**src/cpws_pkg.sv**
```systemverilog
package cpws_pkg;

  // Default sample window and internal queue size
  localparam int CAPTURE_DEPTH_DEF = 16384;
  localparam int QUEUE_DEPTH = 4;
  localparam int QUEUE_AW = $clog2(QUEUE_DEPTH);

  // Field widths
  localparam int WIDTH_W = 13;
  localparam int COUNT_W = 10;
  localparam int TOTAL_W = 23;
  localparam int SKIP_W = 4;
  localparam int INDEX_W = 14;

  localparam logic [WIDTH_W-1:0] WIDTH_ONES = '1;
  localparam logic [COUNT_W-1:0] COUNT_ONES = '1;
  localparam logic [TOTAL_W-1:0] TOTAL_ONES = '1;

  // Register map
  localparam int PADDR_W = 4;
  localparam logic [1:0] REG_MAX_WIDTH = 2'd0;
  localparam logic [1:0] REG_MAX_TRANSITIONS = 2'd1;
  localparam logic [1:0] REG_SKIP_PULSES = 2'd2;

  localparam logic [WIDTH_W-1:0] MAX_WIDTH_RST = 13'd5000;
  localparam logic [COUNT_W-1:0] MAX_TRANSITIONS_RST = 10'd500;
  localparam logic [SKIP_W-1:0] SKIP_PULSES_RST = 4'd4;

  typedef struct packed {
    logic scl_level;
    logic end_of_capture;
  } in_item_t;

  typedef struct packed {
    logic edge_found;
    logic [INDEX_W-1:0] first_edge_index;
    logic [COUNT_W-1:0] high_count;
    logic [TOTAL_W-1:0] high_total;
    logic [WIDTH_W-1:0] high_min;
    logic [WIDTH_W-1:0] high_max;
    logic [COUNT_W-1:0] low_count;
    logic [TOTAL_W-1:0] low_total;
    logic [WIDTH_W-1:0] low_min;
    logic [WIDTH_W-1:0] low_max;
  } out_item_t;

  typedef struct packed {
    logic [WIDTH_W-1:0] max_width;
    logic [COUNT_W-1:0] max_transitions;
    logic [SKIP_W-1:0] skip_pulses;
  } cfg_t;

  // One entry of the front-to-back queue: a closed pulse, a report, or both
  typedef struct packed {
    logic pulse_valid;
    logic pulse_high;
    logic [WIDTH_W-1:0] width;
    logic report;
    logic edge_found;
    logic [INDEX_W-1:0] edge_index;
  } token_t;

  typedef struct packed {
    logic [COUNT_W-1:0] count;
    logic [TOTAL_W-1:0] total;
    logic [WIDTH_W-1:0] min;
    logic [WIDTH_W-1:0] max;
  } stats_t;

  localparam stats_t STATS_RESET = '{count: '0, total: '0, min: WIDTH_ONES, max: '0};

endpackage

```
**src/cpws_regs.sv**
```systemverilog
module cpws_regs (
  input  logic                              clk,
  input  logic                              rst,
  input  logic                              psel,
  input  logic                              penable,
  input  logic                              pwrite,
  input  logic [cpws_pkg::PADDR_W-1:0]      paddr,
  input  logic [31:0]                       pwdata,
  output logic [31:0]                       prdata,
  output logic                              pready,
  output cpws_pkg::cfg_t                    cfg
);

  logic [1:0] reg_sel;
  logic       wr_en;

  assign reg_sel = paddr[3:2];
  assign wr_en   = psel & penable & pwrite;
  assign pready  = 1'b1;

  always_ff @(posedge clk) begin
    if (rst) begin
      cfg.max_width       <= cpws_pkg::MAX_WIDTH_RST;
      cfg.max_transitions <= cpws_pkg::MAX_TRANSITIONS_RST;
      cfg.skip_pulses     <= cpws_pkg::SKIP_PULSES_RST;
    end else if (wr_en) begin
      case (reg_sel)
        cpws_pkg::REG_MAX_WIDTH: begin
          cfg.max_width <= pwdata[cpws_pkg::WIDTH_W-1:0];
        end
        cpws_pkg::REG_MAX_TRANSITIONS: begin
          cfg.max_transitions <= pwdata[cpws_pkg::COUNT_W-1:0];
        end
        cpws_pkg::REG_SKIP_PULSES: begin
          cfg.skip_pulses <= pwdata[cpws_pkg::SKIP_W-1:0];
        end
        default: begin
        end
      endcase
    end
  end

  always_comb begin
    case (reg_sel)
      cpws_pkg::REG_MAX_WIDTH:       prdata = 32'(cfg.max_width);
      cpws_pkg::REG_MAX_TRANSITIONS: prdata = 32'(cfg.max_transitions);
      cpws_pkg::REG_SKIP_PULSES:     prdata = 32'(cfg.skip_pulses);
      default:                       prdata = '0;
    endcase
  end

endmodule

```
**src/cpws_front.sv**
```systemverilog
module cpws_front #(
  parameter int CAPTURE_DEPTH = cpws_pkg::CAPTURE_DEPTH_DEF
) (
  input  logic                 clk,
  input  logic                 rst,
  input  logic                 accept,
  input  cpws_pkg::in_item_t   item,
  input  cpws_pkg::cfg_t       cfg,
  output logic                 push,
  output cpws_pkg::token_t     token
);

  localparam int IW = $clog2(CAPTURE_DEPTH);
  localparam int EW = IW + cpws_pkg::INDEX_W;
  localparam logic [IW-1:0] LAST_INDEX = IW'(CAPTURE_DEPTH - 1);

  logic                         have_previous, have_previous_next;
  logic                         previous_level, previous_level_next;
  logic                         measuring, measuring_next;
  logic [IW-1:0]                sample_index, sample_index_next;
  logic [IW-1:0]                edge_index, edge_index_next;
  logic [cpws_pkg::WIDTH_W-1:0] width_counter, width_counter_next;
  logic [cpws_pkg::COUNT_W-1:0] edge_counter, edge_counter_next;

  logic                         active;
  logic                         start;
  logic                         meas_now;
  logic                         counting;
  logic                         level_change;
  logic [cpws_pkg::WIDTH_W-1:0] width_base;
  logic [EW-1:0]                edge_index_ext;

  always_comb begin
    active       = sample_index < LAST_INDEX;
    start        = !measuring && have_previous && previous_level && !item.scl_level;
    meas_now     = measuring | start;
    counting     = active && meas_now && (edge_counter < cfg.max_transitions);
    level_change = item.scl_level != previous_level;
    width_base   = start ? '0 : width_counter;

    have_previous_next  = have_previous;
    previous_level_next = previous_level;
    measuring_next      = measuring;
    sample_index_next   = sample_index;
    edge_index_next     = edge_index;
    width_counter_next  = width_counter;
    edge_counter_next   = edge_counter;

    token             = '0;
    token.pulse_high  = previous_level;
    token.width       = width_base;
    token.report      = item.end_of_capture;

    if (active) begin
      measuring_next      = meas_now;
      have_previous_next  = 1'b1;
      previous_level_next = item.scl_level;
      sample_index_next   = sample_index + 1'b1;
      width_counter_next  = width_base;
      if (start) begin
        edge_index_next = sample_index;
      end
      if (counting) begin
        if (level_change) begin
          edge_counter_next = edge_counter + 1'b1;
          // a zero width only arises on the opening edge; it closes nothing
          token.pulse_valid = width_base != '0;
          width_counter_next = '0;
        end
        if (width_counter_next != cpws_pkg::WIDTH_ONES) begin
          width_counter_next = width_counter_next + 1'b1;
        end
      end
    end

    edge_index_ext   = EW'(edge_index_next);
    token.edge_found = measuring_next;
    token.edge_index = measuring_next ? edge_index_ext[cpws_pkg::INDEX_W-1:0] : '0;

    push = accept && (token.pulse_valid || item.end_of_capture);
  end

  always_ff @(posedge clk) begin
    if (rst) begin
      have_previous  <= 1'b0;
      previous_level <= 1'b0;
      measuring      <= 1'b0;
      sample_index   <= '0;
      edge_index     <= '0;
      width_counter  <= '0;
      edge_counter   <= '0;
    end else if (accept) begin
      if (item.end_of_capture) begin
        have_previous  <= 1'b0;
        previous_level <= 1'b0;
        measuring      <= 1'b0;
        sample_index   <= '0;
        edge_index     <= '0;
        width_counter  <= '0;
        edge_counter   <= '0;
      end else begin
        have_previous  <= have_previous_next;
        previous_level <= previous_level_next;
        measuring      <= measuring_next;
        sample_index   <= sample_index_next;
        edge_index     <= edge_index_next;
        width_counter  <= width_counter_next;
        edge_counter   <= edge_counter_next;
      end
    end
  end

endmodule

```
**src/cpws_queue.sv**
```systemverilog
module cpws_queue (
  input  logic               clk,
  input  logic               rst,
  input  logic               push,
  input  cpws_pkg::token_t   push_data,
  output logic               full,
  input  logic               pop,
  output logic               not_empty,
  output cpws_pkg::token_t   head
);

  localparam int AW = cpws_pkg::QUEUE_AW;

  cpws_pkg::token_t entries [cpws_pkg::QUEUE_DEPTH];
  logic [AW-1:0]    wr_ptr;
  logic [AW-1:0]    rd_ptr;
  logic [AW:0]      count;

  assign full      = count == (AW + 1)'(cpws_pkg::QUEUE_DEPTH);
  assign not_empty = count != '0;
  assign head      = entries[rd_ptr];

  always_ff @(posedge clk) begin
    if (push) begin
      entries[wr_ptr] <= push_data;
    end
  end

  always_ff @(posedge clk) begin
    if (rst) begin
      wr_ptr <= '0;
      rd_ptr <= '0;
      count  <= '0;
    end else begin
      if (push) begin
        wr_ptr <= wr_ptr + 1'b1;
      end
      if (pop) begin
        rd_ptr <= rd_ptr + 1'b1;
      end
      case ({push, pop})
        2'b10:   count <= count + 1'b1;
        2'b01:   count <= count - 1'b1;
        default: count <= count;
      endcase
    end
  end

endmodule

```
**src/cpws_back.sv**
```systemverilog
module cpws_back (
  input  logic                clk,
  input  logic                rst,
  input  cpws_pkg::cfg_t      cfg,
  input  logic                tok_valid,
  input  cpws_pkg::token_t    tok,
  output logic                pop,
  output logic                out_valid,
  input  logic                out_ready,
  output cpws_pkg::out_item_t out_data
);

  cpws_pkg::stats_t            high_stats, high_stats_next;
  cpws_pkg::stats_t            low_stats, low_stats_next;
  logic [cpws_pkg::SKIP_W-1:0] high_seen, high_seen_next;
  logic [cpws_pkg::SKIP_W-1:0] low_seen, low_seen_next;
  cpws_pkg::out_item_t         result;

  function automatic cpws_pkg::stats_t add_pulse(cpws_pkg::stats_t s,
                                                 logic [cpws_pkg::WIDTH_W-1:0] w);
    cpws_pkg::stats_t            r;
    logic [cpws_pkg::TOTAL_W:0]  sum;
    r   = s;
    sum = (cpws_pkg::TOTAL_W + 1)'(s.total) + (cpws_pkg::TOTAL_W + 1)'(w);
    if (s.count != cpws_pkg::COUNT_ONES) begin
      r.count = s.count + 1'b1;
    end
    r.total = sum[cpws_pkg::TOTAL_W] ? cpws_pkg::TOTAL_ONES : sum[cpws_pkg::TOTAL_W-1:0];
    if (w < s.min) begin
      r.min = w;
    end
    if (w > s.max) begin
      r.max = w;
    end
    return r;
  endfunction

  // a report needs the output register free; a plain pulse never waits
  assign pop = tok_valid && (!tok.report || !out_valid || out_ready);

  always_comb begin
    high_stats_next = high_stats;
    low_stats_next  = low_stats;
    high_seen_next  = high_seen;
    low_seen_next   = low_seen;
    if (tok.pulse_valid) begin
      if (tok.pulse_high) begin
        if (high_seen < cfg.skip_pulses) begin
          high_seen_next = high_seen + 1'b1;
        end else if (tok.width < cfg.max_width) begin
          high_stats_next = add_pulse(high_stats, tok.width);
        end
      end else begin
        if (low_seen < cfg.skip_pulses) begin
          low_seen_next = low_seen + 1'b1;
        end else if (tok.width < cfg.max_width) begin
          low_stats_next = add_pulse(low_stats, tok.width);
        end
      end
    end

    result.edge_found       = tok.edge_found;
    result.first_edge_index = tok.edge_index;
    result.high_count       = high_stats_next.count;
    result.high_total       = high_stats_next.total;
    result.high_min         = high_stats_next.min;
    result.high_max         = high_stats_next.max;
    result.low_count        = low_stats_next.count;
    result.low_total        = low_stats_next.total;
    result.low_min          = low_stats_next.min;
    result.low_max          = low_stats_next.max;
  end

  always_ff @(posedge clk) begin
    if (rst) begin
      high_stats <= cpws_pkg::STATS_RESET;
      low_stats  <= cpws_pkg::STATS_RESET;
      high_seen  <= '0;
      low_seen   <= '0;
      out_valid  <= 1'b0;
    end else begin
      if (pop) begin
        if (tok.report) begin
          high_stats <= cpws_pkg::STATS_RESET;
          low_stats  <= cpws_pkg::STATS_RESET;
          high_seen  <= '0;
          low_seen   <= '0;
        end else begin
          high_stats <= high_stats_next;
          low_stats  <= low_stats_next;
          high_seen  <= high_seen_next;
          low_seen   <= low_seen_next;
        end
      end
      if (pop && tok.report) begin
        out_valid <= 1'b1;
      end else if (out_ready) begin
        out_valid <= 1'b0;
      end
    end
  end

  always_ff @(posedge clk) begin
    if (pop && tok.report) begin
      out_data <= result;
    end
  end

endmodule

```
**src/clock_pulse_width_statistics_unit.sv**
```systemverilog
// Clock pulse width statistics.
// Input channel (in_valid/in_ready/in_data): one sampled clock-line level per
// transaction. The first high-to-low edge opens measurement; each following
// high and low pulse is timed in samples; unless skipped or too wide, it is
// folded into per-level count, saturating total, minimum and maximum. The
// end_of_capture transaction produces exactly one report on the output
// channel (out_valid/out_ready/out_data) and clears the measurement state.
// Configuration: APB-style port, max_width at 0x0, max_transitions at 0x4,
// skip_pulses at 0x8; pready is tied high. Write only while idle.
// Throughput: one sample per cycle while the queue has room. The front end
// times pulses and pushes closed pulses and reports into a 4-entry queue;
// the back end folds one queue entry per cycle into the statistics.
// Report path: the end_of_capture transaction is pushed into the queue, and
// the back end pops it and registers the report onto out_valid/out_data.
// Stalls: while out_ready is low a pending report holds the back end; the
// queue keeps taking samples until it is full, then in_ready drops.
// Reset (rst, synchronous): registers return to 5000/500/4, all state clears.
module clock_pulse_width_statistics_unit #(
  parameter int CAPTURE_DEPTH = cpws_pkg::CAPTURE_DEPTH_DEF
) (
  input  logic                          clk,
  input  logic                          rst,
  // sample input
  input  logic                          in_valid,
  output logic                          in_ready,
  input  cpws_pkg::in_item_t            in_data,
  // report output
  output logic                          out_valid,
  input  logic                          out_ready,
  output cpws_pkg::out_item_t           out_data,
  // configuration
  input  logic                          psel,
  input  logic                          penable,
  input  logic                          pwrite,
  input  logic [cpws_pkg::PADDR_W-1:0]  paddr,
  input  logic [31:0]                   pwdata,
  output logic [31:0]                   prdata,
  output logic                          pready
);

  cpws_pkg::cfg_t   cfg;
  cpws_pkg::token_t push_token;
  cpws_pkg::token_t head_token;
  logic             accept;
  logic             push;
  logic             q_full;
  logic             q_not_empty;
  logic             pop;

  // a sample may close a pulse and report at once; it always fits in one entry
  assign in_ready = !q_full;
  assign accept   = in_valid && in_ready;

  cpws_regs u_regs (
    .clk     (clk),
    .rst     (rst),
    .psel    (psel),
    .penable (penable),
    .pwrite  (pwrite),
    .paddr   (paddr),
    .pwdata  (pwdata),
    .prdata  (prdata),
    .pready  (pready),
    .cfg     (cfg)
  );

  cpws_front #(
    .CAPTURE_DEPTH (CAPTURE_DEPTH)
  ) u_front (
    .clk    (clk),
    .rst    (rst),
    .accept (accept),
    .item   (in_data),
    .cfg    (cfg),
    .push   (push),
    .token  (push_token)
  );

  cpws_queue u_queue (
    .clk       (clk),
    .rst       (rst),
    .push      (push),
    .push_data (push_token),
    .full      (q_full),
    .pop       (pop),
    .not_empty (q_not_empty),
    .head      (head_token)
  );

  cpws_back u_back (
    .clk       (clk),
    .rst       (rst),
    .cfg       (cfg),
    .tok_valid (q_not_empty),
    .tok       (head_token),
    .pop       (pop),
    .out_valid (out_valid),
    .out_ready (out_ready),
    .out_data  (out_data)
  );

endmodule

```
**config.mk**
```make
export PLATFORM = sky130hd
export DESIGN_NAME = clock_pulse_width_statistics_unit
export DESIGN_NICKNAME = d
export VERILOG_FILES = /design/src/cpws_pkg.sv /design/src/cpws_regs.sv /design/src/cpws_front.sv /design/src/cpws_queue.sv /design/src/cpws_back.sv /design/src/clock_pulse_width_statistics_unit.sv
export SDC_FILE = /design/constraint.sdc
export NUM_CORES = 1
export LEC_CHECK = 0
export ABC_CLOCK_PERIOD_IN_PS = 5600
export BUFFER_PORTS_ARGS = -buffer_cell sky130_fd_sc_hd__buf_2
export CAP_MARGIN = 20
export CORE_MARGIN = 5
export CORE_UTILIZATION = 40
export CTS_CLUSTER_DIAMETER = 60
export DETAILED_ROUTE_END_ITERATION = 16
export MAX_ROUTING_LAYER = met4
export PLACE_DENSITY = 0.67
export SETUP_SLACK_MARGIN = 0.02
export SLEW_MARGIN = 5
export SYNTH_ARGS = -nofsm -noshare
export SYNTH_HDL_FRONTEND = slang
export SYNTH_SLANG_ARGS = --single-unit
```
**constraint.sdc**
```tcl
create_clock -name clk -period 5.6 [get_ports clk]
set_input_delay 0.56 -clock clk [delete_from_list [all_inputs] [get_ports clk]]
set_output_delay 0.56 -clock clk [all_outputs]
set_load 0.02 [all_outputs]
```
==> results.toml, run 1 <==
[outcome]
status = "complete, no violations"

[worst_hold_path]
hold_path.class = "primary input to flop"
hold_start = "pwdata[5]"
hold_end = "u_regs.cfg[9]"
whs_path_depth = 2

[worst_setup_path]
required_ns = 6.06
r2r_cells = 9
reg2reg_to = "u_back.high_stats[0]"
crit_buf_inv = 0
reg2reg_setup_slack_ns = 0.68
critical_path_class = "flop to flop"
cp_num_cells = 9
cp_slowest_cell = "mux4_2"
crit_top_cell = "and3_1"
critPathTopFamily = "simple AND/OR/NAND/NOR gates"
cp_slowest_stage_delay_ns = 0.86
path_cells = "mux4_2 -> ha_1 -> and4_1 -> and3_1 -> o31ai_1 -> and3_1 -> nand4_1 -> a32oi_1 -> nor2_1"
crit_fanout = 17
cp-start-kind = "flop"
cp-end-kind = "flop"
critPathArrivalTime_ns = 5.38

[pwr]
p_leak_uw = 0.0100
vdd_ir_drop_max_mv = 0.230
powerDensity_mw_per_mm2 = 418

[timing]
finalSetupViolCount = 0
timing.slew.headroom = 0.328
worst_slew_pin_slew_ns = 1.00
grt_setup_unrepaired = "no"
period_share = 0.879
slew_violations = 0
max_freq_ghz = 0.203
hold_viol = 0
fin_skew_ns = 0.0257
timing.final.crit_period_ns = 4.92
tns_ns = 0

[synth]
synth-edff-count = 257
ys_seq_area_frac = 0.521
synth_flop_cell = "edfxtp_1"
netlist_instances = 2182
synth_area_leaders = "edfxtp_1 33%, dfxtp_1 19%, ha_1 6.2%"
synth_area_per_cell_um2 = 10.6
yosysMostFrequentCell = "edfxtp_1"
async_reset_ff_frac = 0
synthDistinctLibCells = 87
synth_top_cell_by_area = "edfxtp_1"
netlist.area_leader.share = 0.334
ys_warn_count = 0
synth_area_mm2 = 0.0231
yosys-top-cells-count = "257 x edfxtp_1, 217 x dfxtp_1, 188 x nand2_1"
ys_seq_elements = 474

[routing]
drt_first_pass_iters = 5
vias_per_cell = 5.57
dr.first_iter.drc_count = 1230
drt_wl_total_um = 58200
drc = 0
num_vias = 17400
antenna_left = 0
wl_per_cell_um = 18.6

[final_layout]
fillers = 5302
drive_gt1_frac = 0.158
nets = 2478
area_delta_synth_final_pct = 14.1
multi_input_area_mm2 = 0.0101
num_antenna_cells = 0
regArea_mm2 = 0.0121
final_util = 0.459

[placed_design]
portBuffers = 171
hpwl_um = 39700
place_congestion = 0.901

[cts]
cts_sinks = 474
path_clk_slew_ns = 0.06
insertion_delay_ns = 0.61
hold_buffers = 0
root_buffer = "clkbuf_16"
cts_made_buffers = 51
cts_buffer_depth = 3
cts_tree = "built"
htree_levels = 2
cts_resized = 0
post_cts_buffers = 0

[floorplan]
dieHeight_um = 250
core_mm2 = 0.0575
start_util = 0.402
die_w_um = 250
pin_count = 213
rows = 88
die-area_mm2 = 0.0627

[global_route]
grt_pass1_wl_um = 91500
antenna_found_initial = 0
track_usage = 0.183
grt_max_degree = 66
grt_pass1_vias = 16600
gr-total-overflow = 0

[job]
maxCapViolations = 0
## flip-flops by register name, indices dropped and copies added (netlist names), 3 cells and up, named ones only
register and flops:
u_front.width_counter 13, u_front.edge_index 14, u_regs.cfg 27, u_queue.entries 124, u_back.low_stats 59, u_back.high_seen 4, u_back.out_data 133, u_front.edge_counter 10
u_front.sample_index 14, u_back.low_seen 4, u_queue.count 3, u_back.high_stats 59
## routing by layer
metal / GRT usage / up-vias / wire (um)
met3: 0.0288 / 103 / 3310
met5: - / - / 0
met2: 0.302 / 532 / 28600
met1: 0.239 / 8421 / 25000
met4: 0.0433 / 0 / 1350
li1: - / 8343 / -
## cell usage in the layout (no fill, tap or decap), types with 12 or more instances in the layout
master	count
a211o_1	15
a21o_1	30
a21oi_1	112
a22o_1	41
a22oi_1	19
a31oi_1	43
and2_1	26
and3_1	26
buf_2	170
buf_4	31
clkbuf_16	54
conb_1	20
dfxtp_1	216
edfxtp_1	257
ha_1	115
inv_1	105
mux2_2	19
mux2i_1	21
mux4_2	31
nand2_1	188
nand2b_1	12
nand3_1	70
nand4_1	37
nor2_1	156
nor3_1	36
o211ai_1	50
o21a_1	14
o21ai_0	142
o31ai_1	15
or3_1	15
xnor2_1	28
xor2_1	29
## through the flow
stage	cell area (um2)	hold slack, ns	setup slack (ns)	cells	total power [uW]
after floorplan	23200	0.436	1.66	2200	6610
after global placement	24600	0.447	0.876	3024	7610
after detailed placement	24600	0.460	0.774	3024	7680
after CTS	26400	0.152	0.753	3119	11200
after global routing	26400	0.168	0.411	3122	11600
final	26400	0.184	0.677	3122	11000
## cell type report
type                    instances  area share
inverters                     107      0.0154
multi-input cells            1478       0.383
well taps                     765      0.0363
repair buffers                203      0.0423
flip-flops and latches        474       0.457
clock buffers                  67      0.0542
clock inverters                28      0.0118
## power breakdown
group / leakage, uW / switching [uW] / internal, uW
Clock: 0.000847 / 1450 / 2010
Sequential: 0.00413 / 177 / 4290
Combinational: 0.00507 / 2200 / 917
Total: 0.0100 / 3830 / 7210
## worst max-delay path by stage
stage / start / endpoint / slack (ns)
finish: flop / u_back.high_stats[0] / 0.68
global route: flop / u_back.high_stats[0] / 0.41
CTS: flop / u_back.high_stats[0] / 0.75
detailed placement: flop / u_back.high_stats[0] / 0.77
global placement: flop / u_back.high_stats[0] / 0.88
floorplan: flop / u_back.out_data[10] / 1.66
## logic make-up (layout without fill, tap and decap cells)
family                     count (synthesis)  in the layout  share of synthesized area
other                                      2             20                   0.000325
muxes                                     71             71                     0.0485
xor gates and xnor gates                  57             57                     0.0216
buffers and inverters                    248            405                     0.0459
and+or+nand+nor                          648            648                      0.137
AOI/OAI and AO/OA                        564            564                      0.160
adders and majority gates                118            118                     0.0648
DFF                                      474            474                      0.521
(Power assumes the default switching activity.)
==> run 2: changes to the inputs <==
CELL_PAD_IN_SITES_DETAIL_PLACEMENT = 1   (was unset)
CELL_PAD_IN_SITES_GLOBAL_PLACEMENT = 1   (was unset)
PLACE_DENSITY = 0.79   (was 0.67)
==> results.toml, run 2 (synthesized netlist as in run 1, its figures left out) <==
[routing]
dr.first_iter.drc_count = 1128
wl_per_cell_um = 21.4
drc = 0
num_vias = 17800
antenna_left = 0
drt_first_pass_iters = 6
drt_wl_total_um = 66900
vias_per_cell = 5.70

[cts]
cts_sinks = 474
root_buffer = "clkbuf_16"
htree_levels = 2
post_cts_buffers = 0
path_clk_slew_ns = 0.06
cts_resized = 0
cts_made_buffers = 53
hold_buffers = 0
cts_tree = "built"
cts_buffer_depth = 3
insertion_delay_ns = 0.64

[worst_setup_path]
critPathArrivalTime_ns = 5.20
crit_fanout = 38
critPathTopFamily = "compound AO/OA/AOI/OAI gates"
crit_buf_inv = 2
cp_slowest_stage_delay_ns = 0.82
critical_path_class = "flop to flop"
crit_top_cell = "buf_4"
cp-start-kind = "flop"
cp-end-kind = "flop"
required_ns = 6.08
path_cells = "buf_4 -> mux4_2 -> ha_1 -> a21o_1 -> o21ai_0 -> o2111a_2 -> and3_1 -> buf_4 -> nand4_1 -> a32oi_1 -> nor2_1"
cp_slowest_cell = "mux4_2"

[timing]
max_freq_ghz = 0.212
grt_setup_unrepaired = "no"
tns_ns = 0
slew_violations = 0
timing.final.crit_period_ns = 4.72
finalSetupViolCount = 0
fin_skew_ns = 0.0661
hold_viol = 0
worst_slew_pin_slew_ns = 1.10
period_share = 0.843
timing.slew.headroom = 0.263

[global_route]
track_usage = 0.211
grt_pass1_vias = 18700
grt_max_degree = 77
gr-total-overflow = 0
antenna_found_initial = 0
grt_pass1_wl_um = 105000

[final_layout]
reg.largest.list = "u_back.out_data: 133 flops, u_queue.entries: 124 flops"
final_common_cell = "edfxtp_1"
drive_gt1_frac = 0.158
area_delta_synth_final_pct = 14.6
nets = 2482
largest_reg_flops = 133
stdcell_count = 3130
regArea_mm2 = 0.0121
fillers = 6304
most-common-layout-cells = "257 x edfxtp_1, 216 x dfxtp_1, 188 x nand2_1"
largest_register = "u_back.out_data"
multi_input_area_mm2 = 0.0101

[pwr]
p_leak_uw = 0.0101
vdd_ir_drop_max_mv = 0.291
powerDensity_mw_per_mm2 = 429

[placed_design]
portBuffers = 171
dp.cells = 3028
place_congestion = 0.877
hpwl_um = 45800

[outcome]
status = "complete, no violations"

[floorplan]
dieHeight_um = 250
die_w_um = 250
rows = 88
core_mm2 = 0.0575
die-area_mm2 = 0.0627
pin_count = 213
start_util = 0.402

[worst_hold_path]
hold_path.class = "primary input to flop"

[job]
maxCapViolations = 0
## run 2: final timing paths
kind / end / start / depth (start not counted) / slack [ns]
max: u_back.high_stats[0] / flop / 11 / 0.88
min: u_regs.cfg[11] / pwdata[7] / 2 / 0.20
min reg2reg: u_regs.cfg[25] / u_regs.cfg[25] / 2 / 0.47
max reg2reg: u_back.high_stats[0] / flop / 11 / 0.88
## run 2: per-stage QoR
stage	total power [uW]	hold WS [ns]	area [um2]	setup WS, ns	utilization
finish	11400	0.203	26500	0.877	0.461
global route	11900	0.182	26500	0.591	0.461
CTS	11500	0.171	26500	0.930	0.461
detailed placement	7810	0.459	24600	0.958	0.429
global placement	7680	0.451	24600	1.08	0.429
floorplan	6610	0.436	23200	1.66	-
## run 2: layout make-up
cell class / instances / share of cell area
Inverter: 107 / 0.0153
Clock buffer: 65 / 0.0525
Clock inverter: 35 / 0.0170
Multi-Input combinational cell: 1478 / 0.381
Antenna cell: 1 / 0.0000944
Sequential cell: 474 / 0.455
Timing Repair Buffer: 205 / 0.0426
Tap cell: 765 / 0.0361
## run 2: routing by layer
layer  GRT usage  vias to the layer above  share of wire
li1            -                     8359              -
met1       0.264                     8954           0.44
met2       0.362                      418           0.50
met3      0.0293                      109          0.039
met4      0.0583                        0          0.027
met5           -                        -              0
## run 2: report_power, final
part / switching, uW / total [uW] / internal (uW) / leakage, uW
combinational: 2310 / 3230 / 920 / 0.00507
sequential: 211 / 4500 / 4290 / 0.00413
clock: 1520 / 3640 / 2120 / 0.000886
